**src/rtl/ttw_pkg.sv**
```systemverilog
// ----------------------------------------------------------------------------
// Text terminal writer package
// Shared types and fixed codes for the text terminal writer.
// ----------------------------------------------------------------------------
`default_nettype none

package ttw_pkg;

    // request kinds as seen on the slave tuser field
    localparam logic [1:0] KIND_PUT   = 2'd0;
    localparam logic [1:0] KIND_WRITE = 2'd1;
    localparam logic [1:0] KIND_CLEAR = 2'd2;
    localparam logic [1:0] KIND_READ  = 2'd3;

    localparam logic [7:0] CH_BACKSPACE = 8'd8;
    localparam logic [7:0] CH_NEWLINE   = 8'd10;
    localparam logic [7:0] CH_RETURN    = 8'd13;
    localparam logic [7:0] CH_BLANK     = 8'h20;
    localparam logic [7:0] RESET_ATTR   = 8'h07;

    // command queue between front and back
    localparam int Q_DEPTH = 2;
    localparam int Q_AW    = 1;

    typedef enum logic [2:0] {
        OP_PUT,
        OP_NEWLINE,
        OP_RETURN,
        OP_BACKSPACE,
        OP_WRITE,
        OP_CLEAR,
        OP_READ,
        OP_IGNORE
    } t_op;

    typedef struct packed {
        t_op        op;
        logic [7:0] ch;
        logic [7:0] col;
        logic [7:0] row;
    } t_cmd;

    // slave tdata layout, lowest field last
    typedef struct packed {
        logic [7:0] pos_row;
        logic [7:0] pos_col;
        logic [7:0] char_code;
    } t_in_data;

    // master tdata layout, lowest field last
    typedef struct packed {
        logic [1:0]  pad;
        logic        ignored;
        logic        scrolled;
        logic [15:0] cell_data;
        logic [6:0]  cursor_col;
        logic [4:0]  cursor_row;
    } t_result;

    typedef enum logic [2:0] {
        ST_INIT,
        ST_IDLE,
        ST_EXEC,
        ST_SCROLL,
        ST_BLANK,
        ST_CLEAR,
        ST_FINISH
    } t_state;

endpackage

`default_nettype wire

```
**src/rtl/ttw_queue.sv**
```systemverilog
// ----------------------------------------------------------------------------
// Text terminal writer command queue
// Small FIFO of decoded commands between front and back.
// ----------------------------------------------------------------------------
`default_nettype none

module ttw_queue (
    input  wire logic          i_clk,
    input  wire logic          i_rst_n,
    input  wire logic          i_push,
    input  wire ttw_pkg::t_cmd i_data,
    output logic               o_full,
    input  wire logic          i_pop,
    output ttw_pkg::t_cmd      o_data,
    output logic               o_empty
);

    ttw_pkg::t_cmd           r_buf [ttw_pkg::Q_DEPTH];
    logic [ttw_pkg::Q_AW:0]  r_wr_ptr, n_wr_ptr;
    logic [ttw_pkg::Q_AW:0]  r_rd_ptr, n_rd_ptr;

    assign o_empty = (r_wr_ptr == r_rd_ptr);
    assign o_full  = (r_wr_ptr[ttw_pkg::Q_AW] != r_rd_ptr[ttw_pkg::Q_AW]) &&
                     (r_wr_ptr[ttw_pkg::Q_AW-1:0] == r_rd_ptr[ttw_pkg::Q_AW-1:0]);
    assign o_data  = r_buf[r_rd_ptr[ttw_pkg::Q_AW-1:0]];

    assign n_wr_ptr = r_wr_ptr + (ttw_pkg::Q_AW+1)'(i_push && !o_full);
    assign n_rd_ptr = r_rd_ptr + (ttw_pkg::Q_AW+1)'(i_pop && !o_empty);

    always_ff @(posedge i_clk) begin
        if (!i_rst_n) begin
            r_wr_ptr <= '0;
            r_rd_ptr <= '0;
        end else begin
            r_wr_ptr <= n_wr_ptr;
            r_rd_ptr <= n_rd_ptr;
        end
    end

    always_ff @(posedge i_clk) begin
        if (i_push && !o_full) begin
            r_buf[r_wr_ptr[ttw_pkg::Q_AW-1:0]] <= i_data;
        end
    end

endmodule

`default_nettype wire

```
**config.mk**
```make
export PLATFORM = sky130hd
export DESIGN_NAME = ttw_queue
export DESIGN_NICKNAME = d
export VERILOG_FILES = /design/src/rtl/ttw_pkg.sv /design/src/rtl/ttw_queue.sv
export SDC_FILE = /design/constraint.sdc
export NUM_CORES = 1
export LEC_CHECK = 0
export BUFFER_PORTS_ARGS = -buffer_cell sky130_fd_sc_hd__buf_2
export CELL_PAD_IN_SITES_DETAIL_PLACEMENT = 1
export CELL_PAD_IN_SITES_GLOBAL_PLACEMENT = 1
export CORE_ASPECT_RATIO = 1.4
export CORE_MARGIN = 3
export CORE_UTILIZATION = 47
export CTS_CLUSTER_DIAMETER = 50
export DETAILED_ROUTE_END_ITERATION = 16
export GPL_ROUTABILITY_DRIVEN = 0
export GPL_TIMING_DRIVEN = 1
export PLACE_DENSITY = 0.87
export SYNTH_ARGS = -nofsm -noshare
export SYNTH_HDL_FRONTEND = slang
export SYNTH_SLANG_ARGS = --single-unit
```
**constraint.sdc**
```tcl
create_clock -name i_clk -period 4.5 [get_ports i_clk]
set_input_delay 0.225 -clock i_clk [delete_from_list [all_inputs] [get_ports i_clk]]
set_output_delay 0.225 -clock i_clk [all_outputs]
set_load 0.01 [all_outputs]
```
==> impl_metrics.toml, run 1 <==
[detailed_routing]
via_per_inst = 4.85
wl_per_cell_um = 17.1
vias = 1174
ant_nets = 0
drt_iter0_markers = 26
dr.pass1.iters = 4
finalWirelength_mm = 4.15
drc = 0

[sta]
slew_headroom = 0.439
finalHoldViolCount = 0
fmax_mhz = 502
whs_ns = 0.0850
fin_skew_ns = 0.00731
setup_viol = 0
grt_setup_unrepaired = "no"
min_period_ns = 1.99
worstMarginPinSlew_ns = 0.842
period_share = 0.443
slew_viol_final = 0
setup_tns_ns = 0

[die]
dieArea_sq_um = 5780
die_x_um = 65.1
pin_count = 60
rows = 29
die_y_um = 88.8
start_util = 0.495
core-area_sq_um = 4640

[critical_path]
r2r-start = "r_rd_ptr[1]"
worstPathArrival_ns = 1.77
required_ns = 4.28
startpoint_type = "flop"
critPathKind = "flop to output pin"
path_max_fanout = 27
worstSetupEndpointType = "output pin"

[layout]
final_common_cell = "buf_2"
nNetsFinal = 210
area_delta_synth_final_pct = 23.0
post-route-util = 0.609
drive_gt1_frac = 0.561
diodes = 0
layout.cells.most_common_list = "buf_2, edfxtp_1, mux2_4, clkbuf_8, mux2_2"
final_cells = 242

[cts]
clkTransAtPathRegs_ns = 0.06
holdBufCountCts = 0
post_cts_buffers = 0
htree_num_levels = 3
root_buffer = "clkbuf_8"
worst_skew_pair.late_latency_ns = 0.32
cts_tree = "yes"
cts.sinks = 59
post_cts_resized = 0
cts_made_buffers = 9
clockBufferDepth = 2

[pwr]
vdd_drop_max_v = 0.000358
p_leak_nw = 1.14
powerDensity_nw_per_um2 = 592
power_mw = 1.67

[worst_hold_path]
holdCritStartpoint = "i_data[3]"
hold_path.class = "primary input to flop"

[synthesis]
synth_top_area_frac = 0.705
ys_ff_latch = 59
syn_area_sq_um = 2300
netlist_instances = 108
synth_seq_area_share = 0.749
yosys_warnings = 0
synthTopCellsByArea = "edfxtp_1, mux2_4, dfxtp_1"
syn_avg_cell_area_sq_um = 21.3
syn_nets = 142
synth.distinct_cells = 14
synth_area_leader_cell = "edfxtp_1"

[placed_design]
place_hpwl_mm = 2.94
place.port_buffers = 59
place_inst = 226

[global_routing]
grt_use_total = 0.167
grt_pass1_vias = 1338
grt_max_degree = 29
grt_pass1_wl_mm = 6.68
antenna_found_initial = 0
grt-ovfl-total = 0

[job]
drv_cap = 0

[status]
status = "finished, final reports clean"
## Yosys cell counts
library cell	instances
and2_1	4
buf_12	2
mux2_2	7
buf_6	1
dfxtp_1	5
xor2_1	4
xnor2_1	2
nor2_1	2
ha_1	3
mux2_4	20
a21boi_0	2
edfxtp_1	54
nor2b_1	1
inv_1	1
## through the flow
step           area, sq um  setup slack, ns
2_1_floorplan         2300             2.57
3_3_place_gp          2620             2.31
3_5_place_dp          2620             2.06
4_1_cts               2800             2.04
5_1_grt               2830             2.30
6_report              2830             2.51
## cells by family (layout without fill, tap and decap cells)
logic type      after synthesis  count (layout)  synth area share
flops                        59              59             0.749
compound gates                2               2           0.00653
simple gates                  7               7            0.0169
xor+xnor                      6               6            0.0229
buf+inv                       4              76            0.0239
mux                          27              27             0.165
fa+ha+maj                     3               3            0.0163
## final timing paths
check | to | slack, ns | depth (start not counted)
setup / recovery | o_data[19] | 2.51 | 2
hold / removal | r_buf[0][3] | 0.08 | 1
hold reg to reg | r_rd_ptr[1] | 0.64 | 2
setup reg to reg | r_wr_ptr[1] | 2.51 | 5
## layout make-up
class,count,area (sq um)
Fill cell,456,1820
Sequential cell,59,1720
Multi-Input combinational cell,45,526
Timing Repair Buffer,60,323
Clock buffer,12,135
Tap cell,62,77.6
Clock inverter,3,40.0
Inverter,1,3.75
## metal layers
metal,global-route usage,part of all wire,wire [um],up-vias
met4,0.102,0.018,73,0
met1,0.170,0.36,1480,579
li1,-,-,-,547
met5,0,0,0,-
met3,0.0686,0.064,267,6
met2,0.287,0.56,2330,42
## worst max-delay path, cell delays in order, from the launching register on
cell and delay, ns:
dfxtp_2 0.88, mux2_2 0.42, buf_2 0.14
## report_power, final
group | switching, mW | total, mW | internal, mW
logic | 0.194 | 0.458 | 0.264
clock network | 0.181 | 0.432 | 0.251
registers | 0.0850 | 0.784 | 0.699
total | 0.460 | 1.67 | 1.21
## flip-flops by register name, indices dropped and copies added, names as in the netlist, named ones only
signal and cells:
r_buf 54, r_rd_ptr 2, r_wr_ptr 2
(Power assumes the default switching activity.)
==> run 2, diff against run 1 <==
--- a/config.mk
+++ b/config.mk
@@ -10,12 +10,12 @@
 export CELL_PAD_IN_SITES_GLOBAL_PLACEMENT = 1
 export CORE_ASPECT_RATIO = 1.4
 export CORE_MARGIN = 3
-export CORE_UTILIZATION = 47
+export CORE_UTILIZATION = 39
 export CTS_CLUSTER_DIAMETER = 50
 export DETAILED_ROUTE_END_ITERATION = 16
 export GPL_ROUTABILITY_DRIVEN = 0
 export GPL_TIMING_DRIVEN = 1
-export PLACE_DENSITY = 0.87
+export PLACE_DENSITY = 0.78
 export SYNTH_ARGS = -nofsm -noshare
 export SYNTH_HDL_FRONTEND = slang
 export SYNTH_SLANG_ARGS = --single-unit
==> constraint.sdc (replaced) <==
create_clock -name i_clk -period 1.75 [get_ports i_clk]
set_input_delay 0.0875 -clock i_clk [delete_from_list [all_inputs] [get_ports i_clk]]
set_output_delay 0.0875 -clock i_clk [all_outputs]
set_load 0.01 [all_outputs]
==> impl_metrics.toml, run 2 (same netlist as run 1, synthesis figures left out) <==
[status]
status = "finished, final reports clean"

[layout]
layout.cells.most_common_list = "buf_2, edfxtp_1, dlygate4sd3_1, mux2_4, clkbuf_8"
final_common_cell = "buf_2"
area_delta_synth_final_pct = 39.1
fin_area_sq_um = 3200
largest_reg_flops = 54
nNetsFinal = 242
final_cells = 281
drive_gt1_frac = 0.507
diodes = 0

[detailed_routing]
drt_iter0_markers = 65
vias = 1303
drc = 0
ant_nets = 0
wl_per_cell_um = 16.4
via_per_inst = 4.64
finalWirelength_mm = 4.60
dr.pass1.iters = 4

[cts]
clockBufferDepth = 2
cts_made_buffers = 9
clkTransAtPathRegs_ns = 0.06
htree_num_levels = 3
root_buffer = "clkbuf_8"
cts_tree = "yes"
cts.sinks = 59
worst_skew_pair.late_latency_ns = 0.32

[die]
pin_count = 60
die_y_um = 96.9
rows = 32
core-area_sq_um = 5610
die_x_um = 70.9
dieArea_sq_um = 6870
start_util = 0.410

[global_routing]
antenna_found_initial = 0
grt_pass1_vias = 1486
grt_max_degree = 24
grt_pass1_wl_mm = 7.48
grt_use_total = 0.146
grt-ovfl-total = 0

[critical_path]
worstSetupEndpointType = "flop"
required_ns = 1.77
rr_endpoint = "r_buf[0][11]"
startpoint_type = "flop"
r2r_cells = 4
critPathKind = "flop to flop"
r2r-start = "r_wr_ptr[0]"
path_max_fanout = 10
crit_end = "r_buf[0][11]"
reg2reg_slack_ns = 0.14
worstPathArrival_ns = 1.63
critPathLaunch = "r_wr_ptr[0]"

[sta]
slew_headroom = 0.812
setup_tns_ns = 0
whs_ns = 0.0239
finalHoldViolCount = 0
fin_skew_ns = 0.00336
grt_setup_unrepaired = "no"
slew_viol_final = 0
min_period_ns = 1.61
fmax_mhz = 623
setup_ws_ns = 0.145
setup_viol = 0
worstMarginPinSlew_ns = 0.282
period_share = 0.917

[pwr]
p_leak_nw = 1.29
powerDensity_nw_per_um2 = 1440
clockPowerShare = 0.277
pwr-share-comb = 0.302
switchingPower_mw = 1.25
vdd_drop_max_v = 0.000917
sw_frac_of_total = 0.271
seqPwrFrac = 0.421
internal_power_mw = 3.36

[placed_design]
placed_cell_area_sq_um = 2720
place_inst = 238
pre_cts_ws_ns = 0.0270
place.port_buffers = 59
place_hpwl_mm = 3.17

[job]
drv_cap = 0

[worst_hold_path]
hold_path.class = "primary input to flop"
[run 2: per-layer routing]
| layer | GRT usage | share of wire | vias up |
|---|---|---|---|
| met5 | 0 | 0 | - |
| met1 | 0.162 | 0.37 | 632 |
| li1 | - | - | 613 |
| met3 | 0.0385 | 0.050 | 10 |
| met2 | 0.253 | 0.56 | 48 |
| met4 | 0.0753 | 0.022 | 0 |
[run 2: critical path: stages (launching register included)]
cell and delay, ns:
dfxtp_1 0.42, xnor2_1 0.12, a21boi_1 0.28, ha_2 0.28, buf_4 0.20
[run 2: how the worst min path moves through the flow]
| stage | from | slack (ns) | endpoint | cells after the start |
|---|---|---|---|---|
| floorplan | i_data[0] | 0.19 | r_buf[0][0] | 0 |
| global placement | i_data[18] | 0.28 | r_buf[0][18] | 1 |
| detailed placement | i_data[17] | 0.28 | r_buf[1][17] | 1 |
| CTS | i_rst_n | 0.001 | r_rd_ptr[0] | 2 |
| global route | i_rst_n | 0.02 | r_rd_ptr[0] | 2 |
| finish | i_rst_n | 0.02 | flop | 2 |
[run 2: cell type report]
class                   count  area (sq um)
flip-flops and latches     59          1730
clock inverters             6          80.1
well taps                  68          85.1
inverters                   1          3.75
fillers                   534          2410
repair buffers             92           648
clock buffers              10           128
multi-input cells          45           528
[run 2: per-stage QoR]
| stage | util | power, mW |
|---|---|---|
| final | 0.571 | 4.61 |
| after global routing | 0.571 | 4.85 |
| after CTS | 0.570 | 4.68 |
| after detailed placement | 0.485 | 3.33 |
| after global placement | 0.485 | 3.26 |
| after floorplan | - | 2.87 |
[run 2: what timing repair did]
item                                    in CTS  in global routing
hold buffers                                27                  0
endpoints found under the hold margin       54                  0
resized for setup                            0                  2
buffers inserted                             0                  0
endpoints found under the setup margin       0                 57
[run 2: power by group through the flow]
stage                     Sequential, mW  Combinational, mW  Clock [mW]
after detailed placement            1.96               1.36           0
after floorplan                     1.88              0.988           0
final                               1.94               1.39        1.28
after global routing                1.96               1.50        1.39
after global placement              1.94               1.32           0
after CTS                           1.94               1.42        1.32
