File: config.mk
export PLATFORM = sky130hd
export DESIGN_NAME = ttw_front
export DESIGN_NICKNAME = d
export VERILOG_FILES = /design/src/rtl/ttw_pkg.sv /design/src/rtl/ttw_front.sv
export SDC_FILE = /design/constraint.sdc
export NUM_CORES = 1
export LEC_CHECK = 0
export ABC_AREA = 1
export CAP_MARGIN = 20
export CORE_AREA = 2 2 39 41
export DETAILED_ROUTE_END_ITERATION = 12
export DIE_AREA = 0 0 41 43
export DONT_BUFFER_PORTS = 1
export PLACE_DENSITY = 0.52
export SETUP_SLACK_MARGIN = 0.4
export SLEW_MARGIN = 20
export SYNTH_ARGS = -nofsm -noshare
export SYNTH_HDL_FRONTEND = slang
export SYNTH_SLANG_ARGS = --single-unit
File: constraint.sdc
create_clock -name vclk -period 2.05
set_input_delay 0.41 -clock vclk [all_inputs]
set_output_delay 0.41 -clock vclk [all_outputs]
set_load 0.01 [all_outputs]
File: src/rtl/ttw_pkg.sv
// ----------------------------------------------------------------------------
// Text terminal writer package
// Shared types and fixed codes for the text terminal writer.
// ----------------------------------------------------------------------------
`default_nettype none

package ttw_pkg;

    // request kinds as seen on the slave tuser field
    localparam logic [1:0] KIND_PUT   = 2'd0;
    localparam logic [1:0] KIND_WRITE = 2'd1;
    localparam logic [1:0] KIND_CLEAR = 2'd2;
    localparam logic [1:0] KIND_READ  = 2'd3;

    localparam logic [7:0] CH_BACKSPACE = 8'd8;
    localparam logic [7:0] CH_NEWLINE   = 8'd10;
    localparam logic [7:0] CH_RETURN    = 8'd13;
    localparam logic [7:0] CH_BLANK     = 8'h20;
    localparam logic [7:0] RESET_ATTR   = 8'h07;

    // command queue between front and back
    localparam int Q_DEPTH = 2;
    localparam int Q_AW    = 1;

    typedef enum logic [2:0] {
        OP_PUT,
        OP_NEWLINE,
        OP_RETURN,
        OP_BACKSPACE,
        OP_WRITE,
        OP_CLEAR,
        OP_READ,
        OP_IGNORE
    } t_op;

    typedef struct packed {
        t_op        op;
        logic [7:0] ch;
        logic [7:0] col;
        logic [7:0] row;
    } t_cmd;

    // slave tdata layout, lowest field last
    typedef struct packed {
        logic [7:0] pos_row;
        logic [7:0] pos_col;
        logic [7:0] char_code;
    } t_in_data;

    // master tdata layout, lowest field last
    typedef struct packed {
        logic [1:0]  pad;
        logic        ignored;
        logic        scrolled;
        logic [15:0] cell_data;
        logic [6:0]  cursor_col;
        logic [4:0]  cursor_row;
    } t_result;

    typedef enum logic [2:0] {
        ST_INIT,
        ST_IDLE,
        ST_EXEC,
        ST_SCROLL,
        ST_BLANK,
        ST_CLEAR,
        ST_FINISH
    } t_state;

endpackage

`default_nettype wire

File: src/rtl/ttw_front.sv
// ----------------------------------------------------------------------------
// Text terminal writer front end
// Takes requests, checks positions and decodes control characters.
// ----------------------------------------------------------------------------
`default_nettype none

module ttw_front #(
    parameter int COLUMNS = 80,
    parameter int ROWS    = 25
) (
    input  wire logic              i_s_valid,
    output logic                   o_s_ready,
    input  wire ttw_pkg::t_in_data i_s_data,
    input  wire logic [1:0]        i_s_kind,
    input  wire logic              i_q_full,
    input  wire logic              i_init_busy,
    output logic                   o_q_push,
    output ttw_pkg::t_cmd          o_q_data
);

    logic in_range;

    assign in_range = ({1'b0, i_s_data.pos_col} < 9'(COLUMNS)) &&
                      ({1'b0, i_s_data.pos_row} < 9'(ROWS));

    assign o_s_ready = !i_q_full && !i_init_busy;
    assign o_q_push  = i_s_valid && o_s_ready;

    always_comb begin
        o_q_data.ch  = i_s_data.char_code;
        o_q_data.col = i_s_data.pos_col;
        o_q_data.row = i_s_data.pos_row;
        unique case (i_s_kind)
            ttw_pkg::KIND_PUT: begin
                priority if (i_s_data.char_code == ttw_pkg::CH_NEWLINE)
                    o_q_data.op = ttw_pkg::OP_NEWLINE;
                else if (i_s_data.char_code == ttw_pkg::CH_RETURN)
                    o_q_data.op = ttw_pkg::OP_RETURN;
                else if (i_s_data.char_code == ttw_pkg::CH_BACKSPACE)
                    o_q_data.op = ttw_pkg::OP_BACKSPACE;
                else
                    o_q_data.op = ttw_pkg::OP_PUT;
            end
            ttw_pkg::KIND_WRITE:
                o_q_data.op = in_range ? ttw_pkg::OP_WRITE : ttw_pkg::OP_IGNORE;
            ttw_pkg::KIND_CLEAR:
                o_q_data.op = ttw_pkg::OP_CLEAR;
            ttw_pkg::KIND_READ:
                o_q_data.op = in_range ? ttw_pkg::OP_READ : ttw_pkg::OP_IGNORE;
            default:
                o_q_data.op = ttw_pkg::OP_IGNORE;
        endcase
    end

endmodule

`default_nettype wire

==> flow_summary_export.csv, run 1 <==
group,metric,value,unit
outcome,outcome,"complete, no violations",
timing,timing.setup.tns,0,ns
finish,sequential_cell_total,0,
finish,num_antenna_cells,0,
floorplan,fp.dieArea,1760,sq um
critical_path,timing.critical_path.max_delay_family,"simple AND/OR/NAND/NOR gates",
route,antenna_violating_nets_post_route,0,
critical_path,worstSetupPathType,"primary input to output port",
logic_synthesis,top_area_cells_in_the_synthesized_netlist,"buf_4, nand2_1, inv_1, nor2_1, nand2_2",
logic_synthesis,syn_area,389,sq um
critical_path,worstSetupPathDepth,6,
critical_path,timing.critical_path.required,1.64,ns
global_route,pin_count_of_the_biggest_net_entering_global_routing,5,
flow_run,max_capacitance_violation_count,0,
critical_path,worstPathArrival,0.93,ns
place,place.port_buffers,0,
logic_synthesis,synth.distinct_cells,12,
timing,tightest_slew,0.363,ns
power,power_leakage,0.136,nW
power,power_density,117,nW/um^2
floorplan,floorplan.io_pins,58,
route,route.detailed.vias_per_inst,4.12,
finish,final_standard_cell_utilization_of_the_core,0.165,
route,drt-wirelength-per-cell,7.82,um
global_route,total_routing_usage_gr,0.0529,
timing,hold_viol,0,
critical_path,timing.critical_path.mode_cell,"nand2_1",
logic_synthesis,postSynthNetCount,102,
logic_synthesis,ys_top_cells_by_count,"buf_4, nand2_1, inv_1, nor2_1, inv_2",
power,power_switching,0.0000166,W
logic_synthesis,synth_top_cell_by_area,"buf_4",
finish,finish.net_count,80,
timing,layout_worst_path_cycle_share,0.655,
clock_tree,cts-hold-fix-buffers,0,
critical_path,critical-path-max-stage-delay,0.12,ns
route,route.final.wire_length,508,um
route,via_count_of_the_routed_design,268,
min_path,hold_class,"primary input to output port",
timing,layout_min_cycle_time,1.34,ns
global_route,antenna_found_initial,0,
power,power.share.sequential,0,
critical_path,wp_buf_inv,0,
logic_synthesis,synth.avg_cell_area,5.33,sq um
critical_path,critPathLaunchType,"primary input",
global_route,first_global_vias,195,
finish,syn_to_final_growth,-41.2,%
timing,setup-violations-final,0,
clock_tree,cts_post_setup_buffers_inserted,0,
min_path,whs_path_depth,0,
critical_path,path_max_fanout,2,
power,power.ir.vdd_worst,0.0201,mV
power,swShare,0.620,
floorplan,dieHeight,43,um
critical_path,critical_path_cell_by_cell,"nor2_1 > nand2_1 > nor2_2 > nand2_1 > nand2_1 > nand3_1",
finish,clock_buffer_count,0,
critical_path,cp-end-kind,"output port",
route,detail_route.first_pass.iterations,3,
critical_path,critical_path.startpoint,"i_s_data[15]",
critical_path,worstSetupEndpoint,"o_q_data[24]",
logic_synthesis,syn-instance-count,73,
place,routabilityCongestion,0.590,
power,power,0.0000267,W
critical_path,slowest_library_cell_on_the_worst_path,"nor2_2",
timing,slew-limit-headroom,0.758,
power,clock_power_share,0,
global_route,grt_overflow_total,0,
timing,finalMaxSlewViolations,0,
route,drc,0,
logic_synthesis,yosys_warnings,0,
place,hpwlAfterDp,467,um
logic_synthesis,most_instantiated_library_cell_after_synthesis,"buf_4",
logic_synthesis,ys_seq_area_frac,0,
global_route,grt_first_pass_wirelength,703,um
floorplan,start_util,0.281,
power,share_comb_of_total_power,1.000,
floorplan,die_width,41,um
timing,final_critical_path_setup_slack,0.708,ns
floorplan,design.core.area,1380,sq um
finish,final_layout_size_suffix_gt1_frac,0.163,
place,dp_worst_setup_slack,0.702,ns
clock_tree,cts_resized,0,
route,drt_iter0_drc,4,
floorplan,placement_rows,14,
power,intPower,0.0000101,W
timing,grt_setup_unrepaired,"false",
finish,seq_area,0,sq um
logic_synthesis,synth.top_cell.area_share,0.463,
timing,max_clock_freq,0.745,GHz
[area by class of cell]
cell class	count	area, sq um
fillers	166	1150
inverters	12	45.0
multi-input cells	37	164
well taps	16	20.0
[power by group through the flow]
| stage | Clock, W | Combinational [W] | Sequential [W] |
|---|---|---|---|
| after floorplan | 0 | 0.0000725 | 0 |
| after global placement | 0 | 0.0000270 | 0 |
| after detailed placement | 0 | 0.0000272 | 0 |
| after CTS | 0 | 0.0000272 | 0 |
| after global routing | 0 | 0.0000324 | 0 |
| final | 0 | 0.0000267 | 0 |
[cells by family after synthesis]
family,Yosys count,share of synthesized area
AND/OR/NAND/NOR,37,0.421
buffers and inverters,36,0.579
[how the worst min path moves through the flow]
stage                   end  slack (ns)          from
2_1_floorplan     o_s_ready        0.86      i_q_full
3_3_place_gp    o_q_data[9]        0.82   i_s_data[9]
3_5_place_dp    o_q_data[9]        0.82   i_s_data[9]
4_1_cts         o_q_data[9]        0.82   i_s_data[9]
5_1_grt        o_q_data[23]        0.82   i_s_data[7]
6_report        o_q_data[5]        0.82  i_s_data[21]
[per-stage QoR]
| step | instances | area [sq um] | hold slack, ns |
|---|---|---|---|
| 2_1_floorplan | 73 | 389 | 0.863 |
| 3_5_place_dp | 65 | 229 | 0.820 |
| 6_report | 65 | 229 | 0.820 |
| 5_1_grt | 65 | 229 | 0.820 |
| 3_3_place_gp | 65 | 229 | 0.820 |
| 4_1_cts | 65 | 229 | 0.820 |
[placed cells by master (no fill, tap or decap)]
master	n
nor2_4	1
or2_2	1
nor3b_1	1
nor2_2	1
inv_2	3
inv_1	9
nand2_1	19
nand2_2	2
nor3_1	1
nand3_1	2
nor2_1	9
[per-layer routing]
| layer | track usage | vias to the layer above | wire length [um] |
|---|---|---|---|
| li1 | - | 139 | - |
| met4 | 0.00667 | 0 | 4 |
| met2 | 0.0938 | 27 | 220 |
| met1 | 0.0570 | 100 | 185 |
| met5 | 0 | - | 0 |
| met3 | 0.0209 | 2 | 99 |
Power figures use the tool's default switching activity.
==> run 2: changes to the inputs <==
Clock period 2.05 ns to 1.35 ns, I/O delays scaled along.
==> run 2 against run 1 <==
Net effect:
- first-iteration DRC count is 25% lower
- critical path type unchanged
- critical path depth unchanged
- highest routed layer is now met3
- wire length up 6.7%
- critical endpoint is now o_q_data[25]
- final cell count unchanged
- largest power group unchanged
- die area stayed put
- clock-buffer cell count is the same
- worst hold slack got worse by 0.28 ns
- worst setup slack got worse by 0.37 ns
==> flow_summary_export.csv, run 2 (synthesis gave the netlist of run 1 again) <==
group,metric,value,unit
outcome,outcome,"complete, no violations",
floorplan,floorplan.io_pins,58,
floorplan,die_width,41,um
power,swShare,0.534,
clock_tree,cts_post_setup_buffers_inserted,0,
finish,finish.net_count,80,
timing,setup-violations-final,0,
route,detail_route.wirelength.met1,173,um
timing,max_clock_freq,0.986,GHz
timing,hold_viol,0,
place,routabilityCongestion,0.546,
route,met2_wirelength_from_detailed_routing,278,um
finish,sequential_cell_total,0,
critical_path,wp_buf_inv,0,
power,power.share.sequential,0,
place,place.port_buffers,0,
critical_path,critical_path_cell_by_cell,"nor2_4 > nand2_2 > nor2_2 > nand3_1 > nand2_1 > nand2_2",
finish,layout.cells.most_common,"nand2_1",
finish,num_antenna_cells,0,
route,route.detailed.vias_per_inst,4.55,
critical_path,cp-end-kind,"output port",
power,power,0.0000572,W
power,power_leakage,0.158,nW
finish,seq_area,0,sq um
global_route,antenna_found_initial,0,
floorplan,dieHeight,43,um
timing,grt_setup_unrepaired,"true",
critical_path,timing.critical_path.required,1.08,ns
power,intPower,0.0000267,W
finish,final.fill_count,160,
critical_path,critical-path-max-stage-delay,0.11,ns
global_route,first_global_vias,250,
timing,final_critical_path_setup_slack,0.336,ns
global_route,pin_count_of_the_biggest_net_entering_global_routing,5,
route,antenna_violating_nets_post_route,0,
route,met3WireLength,90,um
critical_path,path_max_fanout,2,
finish,final_layout_size_suffix_gt1_frac,0.408,
timing,timing.setup.tns,0,ns
timing,finalMaxSlewViolations,0,
critical_path,critPathLaunchType,"primary input",
floorplan,design.core.area,1380,sq um
route,drt-wirelength-per-cell,8.34,um
global_route,grt_overflow_total,0,
critical_path,worstPathArrival,0.74,ns
route,via_count_of_the_routed_design,296,
place,dp_worst_setup_slack,0.304,ns
flow_run,max_capacitance_violation_count,0,
power,clock_power_share,0,
global_route,total_routing_usage_gr,0.0609,
route,drt_iter0_drc,3,
timing,layout_worst_path_cycle_share,0.751,
finish,final_cell_mix,"nand2_1, inv_1, nor2_1",
min_path,hold_class,"primary input to output port",
critical_path,timing.critical_path.max_delay_family,"simple AND/OR/NAND/NOR gates",
power,power.ir.vdd_worst,0.0387,mV
finish,syn_to_final_growth,-18.6,%
place,hpwlAfterDp,497,um
power,power_switching,0.0000306,W
global_route,grt_first_pass_wirelength,821,um
route,uppermost_routed_layer,"met3",
floorplan,placement_rows,14,
floorplan,fp.dieArea,1760,sq um
timing,layout_min_cycle_time,1.01,ns
route,detail_route.first_pass.iterations,3,
route,route.final.wire_length,542,um
power,share_comb_of_total_power,1.000,
place,placed_area,259,sq um
finish,clock_buffer_count,0,
timing,slew-limit-headroom,0.758,
power,power_density,181,nW/um^2
critical_path,timing.critical_path.mode_cell,"nand2_2",
critical_path,slowest_library_cell_on_the_worst_path,"nor2_2",
finish,final_design_area_no_fill,317,sq um
floorplan,start_util,0.281,
critical_path,worstSetupPathType,"primary input to output port",
route,drc,0,
timing,tightest_slew,0.363,ns
run 2: cell count changes in the layout (fill, tap and decap cells not counted), moves of 2 or more:
cell	delta
nand2_2	+2
nand2_1	-4
nor2_1	-3
inv_2	-2
nand2_4	+2
inv_1	-3
nor2_4	+2
run 2: power groups by stage:
stage | combinational (W) | clock [W] | sequential (W)
after floorplan | 0.000116 | 0 | 0
after global placement | 0.0000470 | 0 | 0
after detailed placement | 0.0000480 | 0 | 0
after CTS | 0.0000505 | 0 | 0
after global routing | 0.0000656 | 0 | 0
final | 0.0000572 | 0 | 0
run 2: final timing paths:
path | end | depth (start not counted) | from | slack, ns
hold / removal | o_q_data[11] | 0 | i_s_data[11] | 0.54
setup / recovery | o_q_data[25] | 6 | i_s_data[22] | 0.34
run 2: timing repair:
action / 4_1_cts / 5_1_grt
resized for setup: 5 / 14
gates cloned: 0 / 0
endpoints found under the setup margin: 2 / 2
hold buffers: 0 / 0
pin swaps: 7 / 9
run 2: layout make-up:
class / instances / area [sq um] / share of cell area
well taps: 16 / 20.0 / 0.0632
inverters: 12 / 85.1 / 0.269
multi-input cells: 37 / 211 / 0.668
run 2: per-layer routing:
layer | vias up | track usage
met5 | - | 0
met4 | 0 | 0.00667
met3 | 0 | 0.0105
met2 | 23 | 0.116
met1 | 134 | 0.0665
li1 | 139 | -
run 2: metrics by stage:
stage          utilization  hold WS (ns)  std cells
2_1_floorplan            -         0.583         73
5_1_grt              0.229         0.540         65
3_5_place_dp         0.187         0.540         65
3_3_place_gp         0.187         0.540         65
6_report             0.229         0.540         65
4_1_cts              0.196         0.540         65
==> run 3: changes to the inputs <==
Clock period 1.35 ns to 0.96 ns, I/O delays scaled along.
==> run 3 against run 2 <==
Net effect:
- non-clock buffer count is the same
- flip-flop and latch count stayed put
- worst hold slack lost 0.16 ns
- wire length is 14% higher
- first-iteration DRC count is 67% lower
- clock-buffer cell count did not move
- largest cell class unchanged
- highest routed layer unchanged
==> flow_summary_export.csv, run 3 (synthesis gave the netlist of run 1 again) <==
group,metric,value,unit
finish,final_design_area_no_fill,340,sq um
critical_path,cp-end-kind,"output port",
floorplan,die_width,41,um
outcome,outcome,"complete, no violations",
critical_path,path_max_fanout,2,
timing,layout_min_cycle_time,0.857,ns
timing,hold_viol,0,
power,power,0.0000875,W
global_route,grt_overflow_total,0,
finish,syn_to_final_growth,-12.5,%
timing,tightest_slew,0.189,ns
floorplan,dieHeight,43,um
flow_run,max_capacitance_violation_count,0,
critical_path,timing.critical_path.max_delay_family,"simple AND/OR/NAND/NOR gates",
route,drc,0,
critical_path,critical-path-max-stage-delay,0.12,ns
finish,clock_buffer_count,0,
critical_path,worstSetupPathType,"primary input to output port",
place,hpwlAfterDp,550,um
critical_path,timing.critical_path.required,0.77,ns
global_route,grt_first_pass_wirelength,759,um
place,routabilityCongestion,0.573,
timing,finalMaxSlewViolations,0,
power,power_leakage,0.159,nW
finish,seq_area,0,sq um
route,antenna_violating_nets_post_route,0,
clock_tree,cts_post_setup_buffers_inserted,0,
timing,grt_setup_unrepaired,"true",
min_path,hold_class,"primary input to output port",
global_route,first_global_vias,200,
route,drt-wirelength-per-cell,9.52,um
route,via_count_of_the_routed_design,287,
route,route.detailed.vias_per_inst,4.42,
power,power_density,257,nW/um^2
power,power.ir.vdd_worst,0.0589,mV
timing,setup-violations-final,0,
critical_path,slowest_library_cell_on_the_worst_path,"nor2_2",
place,placed_area,278,sq um
critical_path,timing.critical_path.mode_cell,"nand2_1",
place,place.port_buffers,0,
finish,num_antenna_cells,0,
global_route,total_routing_usage_gr,0.0579,
timing,max_clock_freq,1.17,GHz
timing,layout_worst_path_cycle_share,0.893,
clock_tree,cts-hold-fix-buffers,0,
finish,final_cell_mix,"nand2_1, nor2_4, nand2_2",
floorplan,fp.dieArea,1760,sq um
critical_path,critPathLaunchType,"primary input",
finish,finish.net_count,80,
finish,sequential_cell_total,0,
global_route,pin_count_of_the_biggest_net_entering_global_routing,5,
route,drt_iter0_drc,1,
floorplan,floorplan.io_pins,58,
critical_path,critical_path_cell_by_cell,"nor2_4 > nand2_2 > nor2_2 > nand2_1 > nand2_1 > nand3_2",
critical_path,wp_buf_inv,0,
finish,final_standard_cell_utilization_of_the_core,0.246,
route,route.final.wire_length,619,um
floorplan,placement_rows,14,
route,detail_route.first_pass.iterations,2,
timing,slew-limit-headroom,0.874,
finish,layout.cells.most_common,"nand2_1",
timing,timing.setup.tns,0,ns
floorplan,design.core.area,1380,sq um
critical_path,worstPathArrival,0.67,ns
floorplan,start_util,0.281,
global_route,antenna_found_initial,0,
finish,final_layout_size_suffix_gt1_frac,0.571,
run 3: cell count changes in the layout (fill, tap and decap cells not counted), moves of 2 or more:
| cell | previous run | this run |
|---|---|---|
| nor2_2 | 2 | 4 |
| nor2_1 | 6 | 2 |
| nor2_4 | 3 | 5 |
| inv_1 | 6 | 4 |
| inv_6 | 1 | 3 |
| inv_2 | 1 | 3 |
run 3: layer usage:
| layer | routed length [um] | vias up | global-route usage |
|---|---|---|---|
| li1 | - | 139 | - |
| met1 | 181 | 126 | 0.0538 |
| met2 | 323 | 22 | 0.103 |
| met3 | 114 | 0 | 0.0366 |
| met4 | 0 | 0 | 0.00667 |
| met5 | 0 | - | 0 |
run 3: layout make-up:
class / instances / area, sq um
Multi-Input combinational cell: 37 / 245
Inverter: 12 / 75.1
Tap cell: 16 / 20.0
Fill cell: 167 / 1040
run 3: metrics by stage:
stage	cells	hold WS [ns]	setup slack [ns]
2_1_floorplan	73	0.409	0.149
3_3_place_gp	65	0.384	0.0945
3_5_place_dp	65	0.384	0.0806
4_1_cts	65	0.384	0.0978
5_1_grt	65	0.384	0.0512
6_report	65	0.384	0.103
run 3: power breakdown:
part	internal (W)	total, W	switching, W
logic	0.0000427	0.0000875	0.0000448
registers	0	0	0
clock network	0	0	0
run 3: path summary, 6_finish.rpt:
check	from	to	slack, ns	cells after the start
worst max-delay path	i_s_data[23]	o_q_data[24]	0.10	6
worst min-delay path	i_s_data[9]	o_q_data[9]	0.38	0
run 3: what timing repair did:
item / 4_1_cts / 5_1_grt
resized for setup: 9 / 13
endpoints found under the setup margin: 4 / 4
pin swaps: 9 / 12
